--- src/rwl_pkg.sv ---
// Shared field widths, codes and word types of the reader-writer lock arbiter.
package rwl_pkg;

    localparam int MODE_W      = 3;
    localparam int ID_FIELD_W  = 6;
    localparam int STAT_W      = 3;
    localparam int CNT_FIELD_W = 8;
    localparam int IN_TDATA_W  = 16;
    localparam int OUT_TDATA_W = 24;

    // Output word bit positions, lowest field first
    localparam int OUT_ID_LSB   = 0;
    localparam int OUT_STAT_LSB = OUT_ID_LSB + ID_FIELD_W;
    localparam int OUT_CNT_LSB  = OUT_STAT_LSB + STAT_W;
    localparam int OUT_WR_BIT   = OUT_CNT_LSB + CNT_FIELD_W;
    localparam int OUT_USED_W   = OUT_WR_BIT + 1;

    typedef logic [MODE_W-1:0] t_mode;
    typedef logic [2:0]        t_op;
    typedef logic [STAT_W-1:0] t_status;

    // Request modes as they arrive on the bus
    localparam t_mode MODE_READ       = 3'd0;
    localparam t_mode MODE_TRY_READ   = 3'd1;
    localparam t_mode MODE_WRITE      = 3'd2;
    localparam t_mode MODE_TRY_WRITE  = 3'd3;
    localparam t_mode MODE_UNLOCK     = 3'd4;
    localparam t_mode MODE_CANCEL_RD  = 3'd5;
    localparam t_mode MODE_CANCEL_WR  = 3'd6;

    // Classified operations handed to the sequencer
    localparam t_op OP_READ      = 3'd0;
    localparam t_op OP_TRY_READ  = 3'd1;
    localparam t_op OP_WRITE     = 3'd2;
    localparam t_op OP_TRY_WRITE = 3'd3;
    localparam t_op OP_UNLOCK    = 3'd4;
    localparam t_op OP_CANCEL_RD = 3'd5;
    localparam t_op OP_CANCEL_WR = 3'd6;
    localparam t_op OP_INVALID   = 3'd7;

    localparam t_status ST_GRANTED    = 3'd0;
    localparam t_status ST_QUEUED     = 3'd1;
    localparam t_status ST_BUSY       = 3'd2;
    localparam t_status ST_QFULL      = 3'd3;
    localparam t_status ST_RELEASED   = 3'd4;
    localparam t_status ST_TIMED_OUT  = 3'd5;
    localparam t_status ST_CANCEL_LATE = 3'd6;
    localparam t_status ST_WOKEN      = 3'd7;

    typedef struct packed {
        t_op                   op;
        logic [ID_FIELD_W-1:0] id;
    } t_cmd;

    typedef struct packed {
        logic [ID_FIELD_W-1:0]  id;
        t_status                stat;
        logic [CNT_FIELD_W-1:0] cnt;
        logic                   wr;
        logic                   last;
    } t_res;

endpackage

--- src/write_preferring_rwlock_arbiter.sv ---
// Top level of the write-preferring reader-writer lock arbiter.
//
// Each slave word is one lock request from an agent: read lock, try read, write lock,
// try write, unlock, or cancel a timed-out read or write wait. Each request yields one
// or more master words: the first always answers the requester; woken grants (one
// writer, or up to READER_QUEUE_DEPTH readers in queue order) follow, and tlast marks
// the final word of the request. Every word of a request carries the holder counts as
// they stand after the whole request. Readers are refused or queued while a writer
// holds or waits; on release the oldest waiting writer wins, else all queued readers
// are woken up to MAX_READERS. A two-entry request queue decouples the slave side from
// the sequencer, and the output register lets a finished word wait for tready while
// the sequencer moves on. Steps: a request is taken in, then its answer is emitted; each
// woken agent adds a wait-queue memory read, then an emit; a cancel reads and compares
// each queue entry examined, reads and writes each entry moved up to close the gap, and
// finishes in a done state once it finds its entry. These steps follow from the
// single-port registered reads of the wait-queue memories. No clearing pass runs after
// reset: queue entries are only ever read below their fill counts.
module write_preferring_rwlock_arbiter
    import rwl_pkg::*;
#(
    parameter int READER_QUEUE_DEPTH = 16,
    parameter int WRITER_QUEUE_DEPTH = 16,
    parameter int ID_BITS            = 6,
    parameter int MAX_READERS        = 255
) (
    input  logic                   i_clk,
    input  logic                   i_rst_n,
    input  logic                   i_s_tvalid,
    output logic                   o_s_tready,
    input  logic [IN_TDATA_W-1:0]  i_s_tdata,   // mode[2:0], requester_id[8:3], zeros above
    output logic                   o_m_tvalid,
    input  logic                   i_m_tready,
    output logic [OUT_TDATA_W-1:0] o_m_tdata,   // target_id[5:0], status[8:6],
                                                // reader_count[16:9], writer_held[17]
    output logic                   o_m_tlast
);

    // Stored id width: ids are masked to ID_BITS, never wider than the field
    localparam int ID_W = (ID_BITS < ID_FIELD_W) ? ID_BITS : ID_FIELD_W;

    logic cmd_valid, cmd_ready;
    t_cmd cmd;
    t_res res;

    rwl_front #(
        .ID_W (ID_W)
    ) u_front (
        .i_clk       (i_clk),
        .i_rst_n     (i_rst_n),
        .i_req_valid (i_s_tvalid),
        .o_req_ready (o_s_tready),
        .i_req_mode  (i_s_tdata[MODE_W-1:0]),
        .i_req_id    (i_s_tdata[MODE_W +: ID_FIELD_W]),
        .o_cmd_valid (cmd_valid),
        .i_cmd_ready (cmd_ready),
        .o_cmd       (cmd)
    );

    rwl_back #(
        .RQD         (READER_QUEUE_DEPTH),
        .WQD         (WRITER_QUEUE_DEPTH),
        .ID_W        (ID_W),
        .MAX_READERS (MAX_READERS)
    ) u_back (
        .i_clk       (i_clk),
        .i_rst_n     (i_rst_n),
        .i_cmd_valid (cmd_valid),
        .o_cmd_ready (cmd_ready),
        .i_cmd       (cmd),
        .o_res_valid (o_m_tvalid),
        .i_res_ready (i_m_tready),
        .o_res       (res)
    );

    // Pack the result word, lowest field first
    assign o_m_tdata = {(OUT_TDATA_W - OUT_USED_W)'(0), res.wr, res.cnt, res.stat, res.id};
    assign o_m_tlast = res.last;

endmodule

--- src/rwl_front.sv ---
// Request front end: decode the mode, mask the id and hold requests in a two-entry queue.
module rwl_front
    import rwl_pkg::*;
#(
    parameter int ID_W = 6
) (
    input  logic                  i_clk,
    input  logic                  i_rst_n,
    input  logic                  i_req_valid,
    output logic                  o_req_ready,
    input  t_mode                 i_req_mode,
    input  logic [ID_FIELD_W-1:0] i_req_id,
    output logic                  o_cmd_valid,
    input  logic                  i_cmd_ready,
    output t_cmd                  o_cmd
);

    localparam int FQ_DEPTH = 2;

    t_cmd       r_fq [FQ_DEPTH];
    logic       r_wp, r_rp;
    logic [1:0] r_cnt;
    t_cmd       cls;
    logic       push, pop;

    always_comb begin
        cls.id = ID_FIELD_W'(i_req_id[ID_W-1:0]);
        case (i_req_mode)
            MODE_READ:      cls.op = OP_READ;
            MODE_TRY_READ:  cls.op = OP_TRY_READ;
            MODE_WRITE:     cls.op = OP_WRITE;
            MODE_TRY_WRITE: cls.op = OP_TRY_WRITE;
            MODE_UNLOCK:    cls.op = OP_UNLOCK;
            MODE_CANCEL_RD: cls.op = OP_CANCEL_RD;
            MODE_CANCEL_WR: cls.op = OP_CANCEL_WR;
            default:        cls.op = OP_INVALID;
        endcase
    end

    assign o_req_ready = (r_cnt != 2'(FQ_DEPTH));
    assign push        = i_req_valid && o_req_ready;
    assign o_cmd_valid = (r_cnt != 2'd0);
    assign pop         = o_cmd_valid && i_cmd_ready;
    assign o_cmd       = r_fq[r_rp];

    always_ff @(posedge i_clk) begin
        if (push) begin
            r_fq[r_wp] <= cls;
        end
    end

    always_ff @(posedge i_clk) begin
        if (!i_rst_n) begin
            r_wp  <= 1'b0;
            r_rp  <= 1'b0;
            r_cnt <= 2'd0;
        end else begin
            if (push) begin
                r_wp <= ~r_wp;
            end
            if (pop) begin
                r_rp <= ~r_rp;
            end
            case ({push, pop})
                2'b10:   r_cnt <= r_cnt + 2'd1;
                2'b01:   r_cnt <= r_cnt - 2'd1;
                default: r_cnt <= r_cnt;
            endcase
        end
    end

endmodule

--- src/rwl_back.sv ---
// Lock sequencer: lock state, reader and writer wait queues, and result emission.
module rwl_back
    import rwl_pkg::*;
#(
    parameter int RQD         = 16,
    parameter int WQD         = 16,
    parameter int ID_W        = 6,
    parameter int MAX_READERS = 255
) (
    input  logic i_clk,
    input  logic i_rst_n,
    input  logic i_cmd_valid,
    output logic o_cmd_ready,
    input  t_cmd i_cmd,
    output logic o_res_valid,
    input  logic i_res_ready,
    output t_res o_res
);

    localparam int RQ_AW  = (RQD > 1) ? $clog2(RQD) : 1;
    localparam int RQ_CW  = $clog2(RQD + 1);
    localparam int WQ_AW  = (WQD > 1) ? $clog2(WQD) : 1;
    localparam int WQ_CW  = $clog2(WQD + 1);
    localparam int J_W    = (RQ_CW > WQ_CW) ? RQ_CW : WQ_CW;
    localparam int RH_W   = $clog2(MAX_READERS + 1);
    localparam int CMP_W  = (RH_W > RQ_CW) ? RH_W : RQ_CW;

    localparam logic [RQ_AW:0]    RQ_LIM  = (RQ_AW + 1)'(RQD);
    localparam logic [WQ_AW:0]    WQ_LIM  = (WQ_AW + 1)'(WQD);
    localparam logic [RQ_CW-1:0]  RQ_FULL = RQ_CW'(RQD);
    localparam logic [WQ_CW-1:0]  WQ_FULL = WQ_CW'(WQD);
    localparam logic [RH_W-1:0]   RH_MAX  = RH_W'(MAX_READERS);

    localparam logic [3:0] S_IDLE  = 4'd0;
    localparam logic [3:0] S_REQ   = 4'd1;
    localparam logic [3:0] S_WRD   = 4'd2;
    localparam logic [3:0] S_WEMIT = 4'd3;
    localparam logic [3:0] S_RRD   = 4'd4;
    localparam logic [3:0] S_REMIT = 4'd5;
    localparam logic [3:0] S_SRD   = 4'd6;
    localparam logic [3:0] S_SCMP  = 4'd7;
    localparam logic [3:0] S_MRD   = 4'd8;
    localparam logic [3:0] S_MWR   = 4'd9;
    localparam logic [3:0] S_CDONE = 4'd10;

    localparam logic [1:0] FOL_NONE    = 2'd0;
    localparam logic [1:0] FOL_WRITER  = 2'd1;
    localparam logic [1:0] FOL_READERS = 2'd2;

    function automatic logic [RQ_AW-1:0] rq_pos(input logic [RQ_AW-1:0] head,
                                                 input logic [RQ_AW-1:0] off);
        logic [RQ_AW:0] sum;
        sum = {1'b0, head} + {1'b0, off};
        if (sum >= RQ_LIM) begin
            sum = sum - RQ_LIM;
        end
        return sum[RQ_AW-1:0];
    endfunction

    function automatic logic [WQ_AW-1:0] wq_pos(input logic [WQ_AW-1:0] head,
                                                 input logic [WQ_AW-1:0] off);
        logic [WQ_AW:0] sum;
        sum = {1'b0, head} + {1'b0, off};
        if (sum >= WQ_LIM) begin
            sum = sum - WQ_LIM;
        end
        return sum[WQ_AW-1:0];
    endfunction

    logic [ID_W-1:0] rq_mem [RQD];
    logic [ID_W-1:0] wq_mem [WQD];

    logic [3:0]       r_state, n_state;
    logic [RH_W-1:0]  r_rh, n_rh;
    logic             r_wr, n_wr;
    logic [RQ_AW-1:0] r_rq_head, n_rq_head;
    logic [RQ_CW-1:0] r_rc, n_rc;
    logic [WQ_AW-1:0] r_wq_head, n_wq_head;
    logic [WQ_CW-1:0] r_wc, n_wc;
    logic [ID_W-1:0]  r_id, n_id;
    t_status          r_stat, n_stat;
    logic [1:0]       r_fol, n_fol;
    logic [RQ_CW-1:0] r_nwake, n_nwake;
    logic             r_qsel, n_qsel;
    logic [J_W-1:0]   r_j, n_j;
    logic [ID_W-1:0]  r_rq_rdata, r_wq_rdata;
    logic             r_ov;
    t_res             r_res;

    logic             can_load, load;
    t_res             l_res;
    logic [RH_W-1:0]  base, avail;
    logic [RQ_CW-1:0] wake_n;
    logic [J_W-1:0]   cur_cnt, jp1, cnt_m1;
    logic             hit;
    logic             rq_re, rq_we, wq_re, wq_we, rq_push, wq_push;
    logic [RQ_AW-1:0] rq_raddr, rq_waddr;
    logic [WQ_AW-1:0] wq_raddr, wq_waddr;
    logic [ID_W-1:0]  rq_wdata, wq_wdata, cmd_id;
    logic             readers_ok, lock_free;

    assign cmd_id      = i_cmd.id[ID_W-1:0];
    assign o_cmd_ready = (r_state == S_IDLE);
    assign can_load    = !r_ov || i_res_ready;
    assign o_res_valid = r_ov;
    assign o_res       = r_res;

    assign readers_ok = !r_wr && (r_wc == '0);
    assign lock_free  = !r_wr && (r_rh == '0);

    // Readers that can be woken from a given holder count
    assign base   = (r_state == S_IDLE && !r_wr) ? r_rh - RH_W'(1) : r_rh;
    assign avail  = RH_MAX - base;
    assign wake_n = (CMP_W'(r_rc) < CMP_W'(avail)) ? r_rc : RQ_CW'(avail);

    assign cur_cnt = r_qsel ? J_W'(r_wc) : J_W'(r_rc);
    assign jp1     = r_j + J_W'(1);
    assign cnt_m1  = cur_cnt - J_W'(1);
    assign hit     = r_qsel ? (r_wq_rdata == r_id) : (r_rq_rdata == r_id);

    // Queue read ports
    always_comb begin
        rq_re    = (r_state == S_RRD) ||
                   (!r_qsel && (r_state == S_SRD || r_state == S_MRD));
        wq_re    = (r_state == S_WRD) ||
                   (r_qsel && (r_state == S_SRD || r_state == S_MRD));
        rq_raddr = rq_pos(r_rq_head, RQ_AW'(r_j));
        wq_raddr = wq_pos(r_wq_head, WQ_AW'(r_j));
        if (r_state == S_RRD) begin
            rq_raddr = r_rq_head;
        end else if (r_state == S_MRD) begin
            rq_raddr = rq_pos(r_rq_head, RQ_AW'(jp1));
        end
        if (r_state == S_WRD) begin
            wq_raddr = r_wq_head;
        end else if (r_state == S_MRD) begin
            wq_raddr = wq_pos(r_wq_head, WQ_AW'(jp1));
        end
    end

    // Queue write ports: push at the tail, or close the gap during a removal
    always_comb begin
        rq_we    = rq_push || (!r_qsel && r_state == S_MWR);
        wq_we    = wq_push || (r_qsel && r_state == S_MWR);
        rq_waddr = rq_push ? rq_pos(r_rq_head, RQ_AW'(r_rc)) : rq_pos(r_rq_head, RQ_AW'(r_j));
        wq_waddr = wq_push ? wq_pos(r_wq_head, WQ_AW'(r_wc)) : wq_pos(r_wq_head, WQ_AW'(r_j));
        rq_wdata = rq_push ? cmd_id : r_rq_rdata;
        wq_wdata = wq_push ? cmd_id : r_wq_rdata;
    end

    always_comb begin
        n_state   = r_state;
        n_rh      = r_rh;
        n_wr      = r_wr;
        n_rq_head = r_rq_head;
        n_rc      = r_rc;
        n_wq_head = r_wq_head;
        n_wc      = r_wc;
        n_id      = r_id;
        n_stat    = r_stat;
        n_fol     = r_fol;
        n_nwake   = r_nwake;
        n_qsel    = r_qsel;
        n_j       = r_j;
        rq_push   = 1'b0;
        wq_push   = 1'b0;
        load      = 1'b0;
        l_res.id   = ID_FIELD_W'(r_id);
        l_res.stat = r_stat;
        l_res.cnt  = CNT_FIELD_W'(r_rh);
        l_res.wr   = r_wr;
        l_res.last = 1'b1;

        case (r_state)
            S_IDLE: begin
                if (i_cmd_valid) begin
                    n_id    = cmd_id;
                    n_fol   = FOL_NONE;
                    n_state = S_REQ;
                    case (i_cmd.op)
                        OP_READ: begin
                            if (readers_ok) begin
                                if (r_rh >= RH_MAX) begin
                                    n_stat = ST_BUSY;
                                end else begin
                                    n_rh   = r_rh + RH_W'(1);
                                    n_stat = ST_GRANTED;
                                end
                            end else if (r_rc >= RQ_FULL) begin
                                n_stat = ST_QFULL;
                            end else begin
                                rq_push = 1'b1;
                                n_rc    = r_rc + RQ_CW'(1);
                                n_stat  = ST_QUEUED;
                            end
                        end
                        OP_TRY_READ: begin
                            if (readers_ok && r_rh < RH_MAX) begin
                                n_rh   = r_rh + RH_W'(1);
                                n_stat = ST_GRANTED;
                            end else begin
                                n_stat = ST_BUSY;
                            end
                        end
                        OP_WRITE: begin
                            if (lock_free) begin
                                n_wr   = 1'b1;
                                n_stat = ST_GRANTED;
                            end else if (r_wc >= WQ_FULL) begin
                                n_stat = ST_QFULL;
                            end else begin
                                wq_push = 1'b1;
                                n_wc    = r_wc + WQ_CW'(1);
                                n_stat  = ST_QUEUED;
                            end
                        end
                        OP_TRY_WRITE: begin
                            if (lock_free) begin
                                n_wr   = 1'b1;
                                n_stat = ST_GRANTED;
                            end else begin
                                n_stat = ST_BUSY;
                            end
                        end
                        OP_UNLOCK: begin
                            n_stat = ST_RELEASED;
                            if (r_wr || r_rh != '0) begin
                                if (r_wc != '0) begin
                                    // Writer waits: hand over once nobody holds
                                    if (r_wr) begin
                                        n_fol = FOL_WRITER;
                                    end else begin
                                        n_rh = base;
                                        if (r_rh == RH_W'(1)) begin
                                            n_wr  = 1'b1;
                                            n_fol = FOL_WRITER;
                                        end
                                    end
                                end else begin
                                    n_wr    = 1'b0;
                                    n_rh    = base + RH_W'(wake_n);
                                    n_nwake = wake_n;
                                    n_fol   = (wake_n != '0) ? FOL_READERS : FOL_NONE;
                                end
                            end
                        end
                        OP_CANCEL_RD: begin
                            n_qsel = 1'b0;
                            n_j    = '0;
                            if (r_rc == '0) begin
                                n_stat = ST_CANCEL_LATE;
                            end else begin
                                n_state = S_SRD;
                            end
                        end
                        OP_CANCEL_WR: begin
                            n_qsel = 1'b1;
                            n_j    = '0;
                            if (r_wc == '0) begin
                                n_stat = ST_CANCEL_LATE;
                            end else begin
                                n_state = S_SRD;
                            end
                        end
                        default: begin
                            n_stat = ST_BUSY;
                        end
                    endcase
                end
            end
            S_REQ: begin
                if (can_load) begin
                    load       = 1'b1;
                    l_res.last = (r_fol == FOL_NONE);
                    case (r_fol)
                        FOL_WRITER:  n_state = S_WRD;
                        FOL_READERS: n_state = S_RRD;
                        default:     n_state = S_IDLE;
                    endcase
                end
            end
            S_WRD: begin
                n_state = S_WEMIT;
            end
            S_WEMIT: begin
                if (can_load) begin
                    load       = 1'b1;
                    l_res.id   = ID_FIELD_W'(r_wq_rdata);
                    l_res.stat = ST_WOKEN;
                    n_wq_head  = wq_pos(r_wq_head, WQ_AW'(1));
                    n_wc       = r_wc - WQ_CW'(1);
                    n_state    = S_IDLE;
                end
            end
            S_RRD: begin
                n_state = S_REMIT;
            end
            S_REMIT: begin
                if (can_load) begin
                    load       = 1'b1;
                    l_res.id   = ID_FIELD_W'(r_rq_rdata);
                    l_res.stat = ST_WOKEN;
                    l_res.last = (r_nwake == RQ_CW'(1));
                    n_rq_head  = rq_pos(r_rq_head, RQ_AW'(1));
                    n_rc       = r_rc - RQ_CW'(1);
                    n_nwake    = r_nwake - RQ_CW'(1);
                    n_state    = (r_nwake == RQ_CW'(1)) ? S_IDLE : S_RRD;
                end
            end
            S_SRD: begin
                n_state = S_SCMP;
            end
            S_SCMP: begin
                if (hit) begin
                    n_state = (r_j == cnt_m1) ? S_CDONE : S_MRD;
                end else if (r_j == cnt_m1) begin
                    n_stat  = ST_CANCEL_LATE;
                    n_state = S_REQ;
                end else begin
                    n_j     = jp1;
                    n_state = S_SRD;
                end
            end
            S_MRD: begin
                n_state = S_MWR;
            end
            S_MWR: begin
                n_j     = jp1;
                n_state = (jp1 == cnt_m1) ? S_CDONE : S_MRD;
            end
            S_CDONE: begin
                n_stat  = ST_TIMED_OUT;
                n_state = S_REQ;
                if (!r_qsel) begin
                    n_rc = r_rc - RQ_CW'(1);
                end else begin
                    n_wc = r_wc - WQ_CW'(1);
                    // Last waiting writer gone: release the queued readers
                    if (r_wc == WQ_CW'(1) && !r_wr) begin
                        n_rh    = r_rh + RH_W'(wake_n);
                        n_nwake = wake_n;
                        n_fol   = (wake_n != '0) ? FOL_READERS : FOL_NONE;
                    end
                end
            end
            default: begin
                n_state = S_IDLE;
            end
        endcase
    end

    always_ff @(posedge i_clk) begin
        if (rq_we) begin
            rq_mem[rq_waddr] <= rq_wdata;
        end
        if (rq_re) begin
            r_rq_rdata <= rq_mem[rq_raddr];
        end
    end

    always_ff @(posedge i_clk) begin
        if (wq_we) begin
            wq_mem[wq_waddr] <= wq_wdata;
        end
        if (wq_re) begin
            r_wq_rdata <= wq_mem[wq_raddr];
        end
    end

    always_ff @(posedge i_clk) begin
        r_id    <= n_id;
        r_stat  <= n_stat;
        r_fol   <= n_fol;
        r_nwake <= n_nwake;
        r_qsel  <= n_qsel;
        r_j     <= n_j;
        if (load) begin
            r_res <= l_res;
        end
    end

    always_ff @(posedge i_clk) begin
        if (!i_rst_n) begin
            r_state   <= S_IDLE;
            r_rh      <= '0;
            r_wr      <= 1'b0;
            r_rq_head <= '0;
            r_rc      <= '0;
            r_wq_head <= '0;
            r_wc      <= '0;
            r_ov      <= 1'b0;
        end else begin
            r_state   <= n_state;
            r_rh      <= n_rh;
            r_wr      <= n_wr;
            r_rq_head <= n_rq_head;
            r_rc      <= n_rc;
            r_wq_head <= n_wq_head;
            r_wc      <= n_wc;
            if (load) begin
                r_ov <= 1'b1;
            end else if (i_res_ready) begin
                r_ov <= 1'b0;
            end
        end
    end

endmodule

--- config.mk ---
export PLATFORM = sky130hd
export DESIGN_NAME = write_preferring_rwlock_arbiter
export DESIGN_NICKNAME = d
export VERILOG_FILES = /design/src/rwl_pkg.sv /design/src/write_preferring_rwlock_arbiter.sv /design/src/rwl_front.sv /design/src/rwl_back.sv
export SDC_FILE = /design/constraint.sdc
export NUM_CORES = 1
export LEC_CHECK = 0
export BUFFER_PORTS_ARGS = -buffer_cell sky130_fd_sc_hd__buf_4
export CORE_UTILIZATION = 45
export DETAILED_ROUTE_END_ITERATION = 8
export SYNTH_ARGS = -nofsm -noshare
export SYNTH_HDL_FRONTEND = slang
export SYNTH_SLANG_ARGS = --single-unit
--- constraint.sdc ---
create_clock -name i_clk -period 4.3 [get_ports i_clk]
set_input_delay 0.43 -clock i_clk [delete_from_list [all_inputs] [get_ports i_clk]]
set_output_delay 0.43 -clock i_clk [all_outputs]
set_load 0.02 [all_outputs]
==> impl_metrics.ini, run 1 <==
[outcome]
status = finished, final reports clean

[yosys]
async_reset_ff_frac = 0
yosysUniqueCellTypes = 79
seq_area_frac_synth = 0.556
synth-seq-cells = 300
avgSynthCellArea_sq_um = 12.7
synthFlopType = edfxtp_1
synth_area_sq_mm = 0.0155
synth_edf_count = 263
synthCells = 1226
ys_warn_count = 0

[critical_path]
startpoint_type = flip-flop
rrSetupSlack_ps = 130
crit_chain = or4_4, nor2_8, nand2_2, o21ai_4, inv_2, ha_4, o21a_1, o21ai_2, a21oi_4, o311ai_4, mux2_4, ha_4, inv_1, fa_1, nor2b_2, o21ai_1, a21boi_2, o211ai_1, xnor2_1, a211oi_1, o22ai_1
endpoint_kind = flip-flop
cp_data_required_time_ps = 4700
path_class = flip-flop to flip-flop
worstReg2RegEnd = u_back.r_rh[6]
reg2reg_from = u_back.r_state[1]
cpMaxStageDelayCell = or4_4
crit_buf_inv = 2
worstPathArrival_ps = 4570
crit_top_cell = ha_4
crit_path_max_incr_delay_ps = 560
r2r_cells = 21
crit_fanout = 3
path_delay_family = compound AO/OA/AOI/OAI gates

[run]
cap_violations = 0

[cts]
clkLatencyLatePin_ps = 530
cts_htree_levels = 2
cts_root_buf = clkbuf_16
cts_made_buffers = 35
clockBufferDepth = 3
cts.clk_slew.worst_paths_ps = 60
postCtsHoldBufs = 0
clock_sinks = 300
cts_tree = yes

[floorplan]
ios = 47
rows = 67
start_util = 0.460
fp.dieArea_sq_mm = 0.0353
fp.dieH_um = 188
die_x_um = 188
coreArea_sq_mm = 0.0338

[min_path]
whs_path_depth = 1
hold_path.class = input pin to flip-flop
min_to = u_front.r_fq[1][1]
min_from = i_s_tdata[4]

[grt]
grt_pass1_vias = 9945
grt_overflow_total = 0
grt_use_total = 0.210
grt_max_degree = 49
antenna_found_initial = 0
grt_pass1_wl_um = 57400

[sta]
holdWs_ps = 82.6
fin_ws_ps = 133
slew_headroom = 0.217
setup_viol = 0
rsz0062_at_grt = true
maxSlewViolCount = 0
max_slew.worst_pin.slew_ps = 1170
fin_skew_ps = 25.3
hold_violations = 0
post-route-period-util = 0.969
finalCriticalPeriod_ps = 4170
clock.fmax_mhz = 240

[detailed_routing]
dr.first_iter.drc_count = 637
via_per_inst = 5.59
vias = 9857
drc = 0
postRouteAntennaNets = 0
postRouteWirelength_um = 36300
detail_route.wl_per_cell_um = 20.6
first_pass_iters = 5

[place]
dp_hpwl_um = 25200
io_buffer_count = 33
dp_slack_ps = -87.2
gp_congestion = 0.891

[cells_and_area]
antenna_cells = 0
area_growth_pct = 14.2
fillers = 2868
drive_gt1_frac = 0.172
final_nets = 1368

[pwr]
worst_ir_drop_vdd_uv = 385
p_leak_nw = 6.67
p_per_area_mw_per_mm2 = 592
==> metrics by stage <==
stage | setup TNS [ps] | utilization | power (mW) | instance area [sq um] | std cells
4_1_cts | 0 | 0.521 | 10.4 | 17600 | 1756
2_1_floorplan | -57.1 | - | 6.38 | 15600 | 1231
3_5_place_dp | -113 | 0.489 | 7.55 | 16500 | 1692
6_report | 0 | 0.525 | 10.5 | 17700 | 1763
3_3_place_gp | -12.8 | 0.489 | 7.53 | 16500 | 1692
5_1_grt | -90.4 | 0.525 | 11.1 | 17700 | 1763
==> registers in the layout (all words and copies together) (netlist names), named ones only <==
name,flops
u_back.rq_mem,96
u_back.wq_mem,96
u_back.o_res,19
u_front.r_fq,18
u_back.r_rh,8
u_back.r_id,6
u_back.r_rq_rdata,6
u_back.r_wq_rdata,6
u_back.r_j,5
u_back.r_nwake,5
u_back.r_rc,5
u_back.r_wc,5
u_back.r_rq_head,4
u_back.r_state,4
u_back.r_wq_head,4
u_back.r_stat,3
u_back.r_fol,2
u_front.r_cnt,2
u_back.o_res_valid,1
u_back.r_qsel,1
u_back.r_wr,1
u_front.r_rp,1
u_front.r_wp,1
==> cell usage in the layout, fill, tap and decap left out, types with 20 or more instances in the layout <==
master,n
a21oi_1,38
buf_4,86
clkbuf_16,35
dfxtp_1,35
edfxtp_1,263
ha_1,43
inv_1,33
mux2i_1,129
mux4_2,24
nand2_1,87
nand3_1,22
nor2_1,98
nor3_1,20
o21ai_0,28
xnor2_1,41
xor2_1,33
==> cells in the mapped netlist, drive strengths merged (4+ instances only) <==
| library cell | n | area, sq um |
|---|---|---|
| a21oi | 44 | 235 |
| a21boi | 6 | 45.0 |
| a31oi | 14 | 87.6 |
| buf | 38 | 228 |
| nor2 | 100 | 392 |
| a211oi | 8 | 65.1 |
| xnor2 | 42 | 375 |
| mux2 | 22 | 270 |
| nand4 | 11 | 68.8 |
| a21o | 13 | 97.6 |
| mux4 | 24 | 541 |
| xor2 | 34 | 298 |
| nor4 | 7 | 62.6 |
| ha | 50 | 626 |
| and2 | 15 | 93.8 |
| o211ai | 6 | 45.0 |
| and3 | 9 | 56.3 |
| nand2 | 88 | 330 |
| nand2b | 10 | 62.6 |
| inv | 36 | 135 |
| nand3 | 22 | 110 |
| mux2i | 132 | 1320 |
| nor3 | 20 | 100 |
| fa | 9 | 180 |
| a22oi | 8 | 60.1 |
| or3 | 8 | 50.1 |
| o21a | 7 | 52.6 |
| dfxtp | 37 | 741 |
| o21ai | 41 | 205 |
| a32oi | 4 | 35.0 |
| clkbuf | 29 | 109 |
| o22ai | 6 | 37.5 |
| nor2b | 12 | 75.1 |
| edfxtp | 263 | 7900 |
==> cell families (layout without fill, tap and decap cells) <==
kind of cell	after synthesis	count (layout)	share of synthesized area
AOI/OAI and AO/OA	186	186	0.0796
xor gates and xnor gates	76	76	0.0433
muxes	178	178	0.137
DFF	300	300	0.556
buffers and inverters	103	187	0.0304
other	1	6	0.000241
and+or+nand+nor	323	323	0.101
adders and majority gates	59	59	0.0519
==> where the power goes <==
part / total (mW) / switching, mW / internal [mW] / leakage [nW]
clock network: 2.77 / 1.17 / 1.60 / 0.517
registers: 3.70 / 0.182 / 3.52 / 2.69
logic: 4.04 / 2.33 / 1.70 / 3.47
total: 10.5 / 3.68 / 6.83 / 6.67
==> how the worst max path moves through the flow <==
stage	start	slack, ps	depth (start not counted)	endpoint
finish	u_back.r_state[1]	130	21	u_back.r_rh[6]
global route	u_back.r_state[1]	-40	21	u_back.r_rh[7]
CTS	u_back.r_state[0]	10	20	u_back.r_rh[6]
detailed placement	u_back.r_state[0]	-90	20	u_back.r_rh[7]
global placement	u_back.r_state[0]	-10	20	u_back.r_rh[7]
floorplan	u_back.r_state[0]	-60	21	u_back.r_rh[6]
==> repair_timing <==
item / in CTS / in global routing
buffers inserted: 1 / 7
cloned: 0 / 0
setup endpoints to repair: 3 / 4
pin swaps: 4 / 19
gates resized for setup: 5 / 17
==> routing by layer <==
| layer | vias to the layer above | track usage | share of wire |
|---|---|---|---|
| met4 | 0 | 0.0654 | 0.026 |
| met1 | 4874 | 0.294 | 0.46 |
| met5 | - | 0 | 0 |
| met3 | 62 | 0.0268 | 0.043 |
| li1 | 4696 | - | - |
| met2 | 225 | 0.341 | 0.47 |
==> worst register-to-register path, delay by kind of cell (launching register included) <==
| kind | cells | cell delay (ps) |
|---|---|---|
| compound gates | 10 | 1450 |
| simple gates | 4 | 920 |
| fa+ha+maj | 3 | 800 |
| xor+xnor | 1 | 160 |
| mux | 1 | 270 |
| flops | 1 | 330 |
| buf+inv | 2 | 120 |
==> layout make-up <==
cell class / count / area [sq um] / share of cell area
sequential: 300 / 8640 / 0.487
tap: 448 / 561 / 0.0316
clock inverter: 15 / 140 / 0.00790
clock buffer: 48 / 935 / 0.0527
multi-input combinational: 828 / 6650 / 0.375
inverter: 36 / 135 / 0.00762
timing repair buffer: 88 / 677 / 0.0382
(Power assumes the default switching activity.)
==> inputs of run 2 (changes only) <==
--- a/config.mk
+++ b/config.mk
@@ -7,7 +7,9 @@
 export LEC_CHECK = 0
 export BUFFER_PORTS_ARGS = -buffer_cell sky130_fd_sc_hd__buf_4
 export CORE_UTILIZATION = 45
+export CTS_BUF_LIST = sky130_fd_sc_hd__clkbuf_16
 export DETAILED_ROUTE_END_ITERATION = 8
+export PLACE_DENSITY = 0.64
 export SYNTH_ARGS = -nofsm -noshare
 export SYNTH_HDL_FRONTEND = slang
 export SYNTH_SLANG_ARGS = --single-unit
==> run 2 against run 1 <==
Against the previous run: worst setup slack gained 26 ps; cell count is essentially flat; core utilization grew 0.40 points; routed wire length shrank 1.6%; global-route usage shrank 0.55 points.
==> impl_metrics.ini, run 2 (synthesized netlist as in run 1, its figures left out) <==
[outcome]
status = finished, final reports clean

[pwr]
p_leak_nw = 6.76
internal_power_mw = 7.19
p_per_area_mw_per_mm2 = 608
switching_share = 0.338
p_clk_frac = 0.288
power_frac_seq = 0.340
worst_ir_drop_vdd_uv = 408
pwr-share-comb = 0.372
p_sw_mw = 3.67

[cts]
cts_root_buf = clkbuf_16
cts_htree_levels = 2
cts_tree = yes
clkLatencyLatePin_ps = 530
cts.clk_slew.worst_paths_ps = 60
cts_made_buffers = 34
postCtsHoldBufs = 0
clock_sinks = 300
clockBufferDepth = 3

[critical_path]
reg2reg_from = u_back.r_state[3]
rrSetupSlack_ps = 160
crit_path_max_incr_delay_ps = 570
cpMaxStageDelayCell = or4_4
worstPathArrival_ps = 4540
r2r_cells = 22
worstReg2RegEnd = u_back.r_rh[7]
crit_chain = or4_4, nor2_8, nand2_4, o21ai_4, inv_2, ha_4, o21a_1, o21ai_2, a21oi_4, o311ai_4, buf_6, mux2i_4, inv_2, ha_4, a211oi_4, o21ai_2, nand2_1, nand3b_1, xor2_2, buf_4, a211oi_1, nor3_1
path_class = flip-flop to flip-flop
endpoint_kind = flip-flop
startpoint_type = flip-flop
cp_data_required_time_ps = 4700
crit_fanout = 3

[detailed_routing]
dr.first_iter.drc_count = 689
postRouteWirelength_um = 35700
first_pass_iters = 5
vias = 9936
drc = 0
detail_route.wl_per_cell_um = 20.3
via_per_inst = 5.64
postRouteAntennaNets = 0

[cells_and_area]
final_cells = 1762
postLayoutCellArea_sq_mm = 0.0179
drive_gt1_frac = 0.176
regArea_sq_mm = 0.00864
fillers = 2829
mostFrequentLayoutCell = edfxtp_1
final_nets = 1367
layout_common_cells = edfxtp_1 (263), mux2i_1 (130), nor2_1 (98), nand2_1 (87), buf_4 (85)
post-route-util = 0.529
area_growth_pct = 15.0
antenna_cells = 0
multi_input_area_sq_mm = 0.00664

[sta]
max_slew.worst_pin.slew_ps = 1140
clock.fmax_mhz = 241
post-route-period-util = 0.963
finalCriticalPeriod_ps = 4140
slew_headroom = 0.241
fin_skew_ps = 22.2
rsz0062_at_grt = true
hold_violations = 0
setup_viol = 0
fin_ws_ps = 159
maxSlewViolCount = 0

[floorplan]
rows = 67
fp.dieArea_sq_mm = 0.0353
die_x_um = 188
fp.dieH_um = 188
start_util = 0.460
ios = 47
coreArea_sq_mm = 0.0338

[place]
dp_slack_ps = -65.1
numPlacedInstances = 1693
dp_hpwl_um = 24800
io_buffer_count = 33
place_area_sq_mm = 0.0165
gp_congestion = 0.885

[min_path]
whs_path_depth = 1
min_to = u_front.r_fq[0][2]
hold_path.class = input pin to flip-flop
min_from = i_s_tdata[5]

[grt]
grt_pass1_vias = 9826
grt_use_total = 0.205
grt_max_degree = 49
grt_pass1_wl_um = 55800
antenna_found_initial = 0
grt_overflow_total = 0

[run]
cap_violations = 0
run 2: stage by stage:
stage,TNS (ps),power (mW),hold WS [ps]
2_1_floorplan,-57.1,6.38,403
3_3_place_gp,-19.4,7.50,495
3_5_place_dp,-81.4,7.53,490
4_1_cts,-14.1,10.7,66.2
5_1_grt,-39.3,11.4,69.5
6_report,0,10.9,84.0
run 2: repair_timing:
item / in CTS / in global routing
setup buffers: 0 / 7
gates resized for setup: 2 / 17
pin swaps: 1 / 14
endpoints found under the setup margin: 2 / 3
run 2: area by class of cell:
| cell class | instances | area share |
|---|---|---|
| well taps | 448 | 0.0314 |
| inverters | 36 | 0.00756 |
| flip-flops and latches | 300 | 0.483 |
| clock buffers | 34 | 0.0476 |
| multi-input cells | 828 | 0.372 |
| repair buffers | 88 | 0.0381 |
| clock inverters | 28 | 0.0204 |
run 2: how the worst max path moves through the flow:
| stage | cells after the start | to | slack (ps) | from |
|---|---|---|---|---|
| floorplan | 21 | u_back.r_rh[6] | -60 | u_back.r_state[0] |
| global placement | 20 | u_back.r_rh[7] | -20 | u_back.r_state[0] |
| detailed placement | 21 | u_back.r_rh[5] | -70 | u_back.r_state[0] |
| CTS | 20 | u_back.r_rh[7] | -10 | u_back.r_state[0] |
| global route | 21 | u_back.r_rh[7] | -40 | u_back.r_state[3] |
| finish | 22 | u_back.r_rh[7] | 160 | u_back.r_state[3] |
run 2: metal layers:
layer	routed length (um)	global-route usage	part of all wire	vias up
met5	0	0	0	-
met1	16100	0.280	0.45	4908
met3	1630	0.0260	0.046	61
met4	1150	0.0772	0.032	0
li1	-	-	-	4696
met2	16800	0.333	0.47	271
run 2: critical path: cells and delay by family (launching register included):
family	cells	cell delay (ps)
fa+ha+maj	2	480
compound gates	8	1220
xor+xnor	1	180
simple gates	6	1090
flops	1	320
mux	1	240
buf+inv	4	480
run 2: power by group through the flow:
stage / clock [mW] / combinational, mW / sequential (mW)
floorplan: 0 / 2.62 / 3.75
global placement: 0 / 3.75 / 3.75
detailed placement: 0 / 3.77 / 3.76
CTS: 3.18 / 3.80 / 3.70
global route: 3.29 / 4.36 / 3.73
finish: 3.12 / 4.04 / 3.70
==> inputs of run 3 (changes only) <==
--- a/config.mk
+++ b/config.mk
@@ -5,11 +5,10 @@
 export SDC_FILE = /design/constraint.sdc
 export NUM_CORES = 1
 export LEC_CHECK = 0
-export BUFFER_PORTS_ARGS = -buffer_cell sky130_fd_sc_hd__buf_4
 export CORE_UTILIZATION = 45
 export CTS_BUF_LIST = sky130_fd_sc_hd__clkbuf_16
 export DETAILED_ROUTE_END_ITERATION = 8
-export PLACE_DENSITY = 0.64
+export DONT_BUFFER_PORTS = 1
 export SYNTH_ARGS = -nofsm -noshare
 export SYNTH_HDL_FRONTEND = slang
 export SYNTH_SLANG_ARGS = --single-unit
==> run 3 against run 2 <==
Against the previous run: combinational power fell by 2%; routed wire length increased by 2.9%; flip-flop and latch count did not move; hold slack got worse by 69 ps; sequential share of layout area increased by 0.70 points; highest routed layer unchanged; largest cell class unchanged; clock power down 11%.
==> impl_metrics.ini, run 3 (synthesized netlist as in run 1, its figures left out) <==
[sta]
setup_viol = 0
max_slew.worst_pin.slew_ps = 1160
clock.fmax_mhz = 240
maxSlewViolCount = 0
holdWs_ps = 15.4
hold_violations = 0
post-route-period-util = 0.970
finalCriticalPeriod_ps = 4170
slew_headroom = 0.225
fin_skew_ps = 31.4
fin_setup_tns_ps = 0
fin_ws_ps = 127
rsz0062_at_grt = true

[cts]
cts_root_buf = clkbuf_16
cts_tree = yes
cts_htree_levels = 2
clock_sinks = 300
clkLatencyLatePin_ps = 560
clockBufferDepth = 3
cts_made_buffers = 35
cts.clk_slew.worst_paths_ps = 60

[cells_and_area]
mostFrequentLayoutCell = edfxtp_1
drive_gt1_frac = 0.153
layout_common_cells = edfxtp_1 (263), mux2i_1 (129), nor2_1 (97), nand2_1 (87), buf_4 (53)
final_nets = 1347
final_cells = 1742
post-route-util = 0.522
antenna_cells = 0
fillers = 2870
postLayoutCellArea_sq_mm = 0.0176
area_growth_pct = 13.4

[min_path]
min_from = i_rst_n
hold_path.class = input pin to flip-flop

[place]
gp_congestion = 0.859
dp_slack_ps = -31.4
dp_hpwl_um = 25400
io_buffer_count = 0
numPlacedInstances = 1664
place_area_sq_mm = 0.0163

[floorplan]
fp.dieH_um = 188
ios = 47
coreArea_sq_mm = 0.0338
die_x_um = 188
fp.dieArea_sq_mm = 0.0353
start_util = 0.460
rows = 67

[detailed_routing]
postRouteWirelength_um = 36800
via_per_inst = 5.66
first_pass_iters = 4
drc = 0
dr.first_iter.drc_count = 621
detail_route.wl_per_cell_um = 21.1
vias = 9863
postRouteAntennaNets = 0

[critical_path]
crit_path_max_incr_delay_ps = 560
path_class = flip-flop to flip-flop
crit_buf_inv = 2
cp_data_required_time_ps = 4720
endpoint_kind = flip-flop
reg2reg_from = u_back.r_state[1]
crit_fanout = 3
startpoint_type = flip-flop
worstPathArrival_ps = 4590
startpoint = u_back.r_state[1]
crit_top_cell = o21ai_2
cpMaxStageDelayCell = or4_4
path_delay_family = compound AO/OA/AOI/OAI gates
crit_chain = or4_4, nor2_8, nand2_2, o21ai_4, inv_2, ha_4, o21a_1, o21ai_2, a21oi_4, o311ai_4, buf_6, mux2_4, ha_4, o21ai_2, o21ai_2, nand2_1, nand3b_1, xor2_2, a2111oi_2, nor3_1

[grt]
grt_pass1_vias = 9987
grt_use_total = 0.214
grt_overflow_total = 0
grt_pass1_wl_um = 57500
grt_max_degree = 49
antenna_found_initial = 0

[outcome]
status = finished, final reports clean

[run]
cap_violations = 0

[pwr]
worst_ir_drop_vdd_uv = 396
p_per_area_mw_per_mm2 = 595
p_leak_nw = 6.61
power_mw = 10.5
[run 3: final cells by class]
type                            count  area [sq um]  share of cell area
Sequential cell                   300          8640               0.490
Inverter                           36           135             0.00767
Clock inverter                     28           205              0.0116
Tap cell                          448           561              0.0318
Timing Repair Buffer               67           551              0.0312
Clock buffer                       35           876              0.0497
Multi-Input combinational cell    828          6650               0.378
[run 3: power by group]
part           internal [mW]  total [mW]  leakage (nW)  switching, mW
clock                   1.61        2.79         0.558           1.18
combinational           1.66        3.94          3.37           2.29
sequential              3.52        3.76          2.69          0.235
total                   6.79        10.5          6.61           3.70
[run 3: timing repair]
item | 4_1_cts | 5_1_grt
hold buffers | 11 | 0
endpoints found under the setup margin | 2 | 4
setup buffers | 0 | 4
pin swaps | 1 | 15
endpoints found under the hold margin | 25 | 0
gates resized for setup | 3 | 19
[run 3: per-layer routing]
metal	vias to the layer above	track usage	part of all wire
li1	4647	-	-
met1	4920	0.291	0.45
met2	229	0.338	0.46
met3	67	0.0341	0.046
met4	0	0.0979	0.039
met5	-	0	0
[run 3: final timing paths]
path | end | slack [ps] | depth (start not counted)
setup / recovery | u_back.r_rh[7] | 130 | 20
hold / removal | u_back.r_rh[0] | 20 | 1
setup reg to reg | u_back.r_rh[7] | 130 | 20
hold reg to reg | u_front.r_rp | 520 | 2
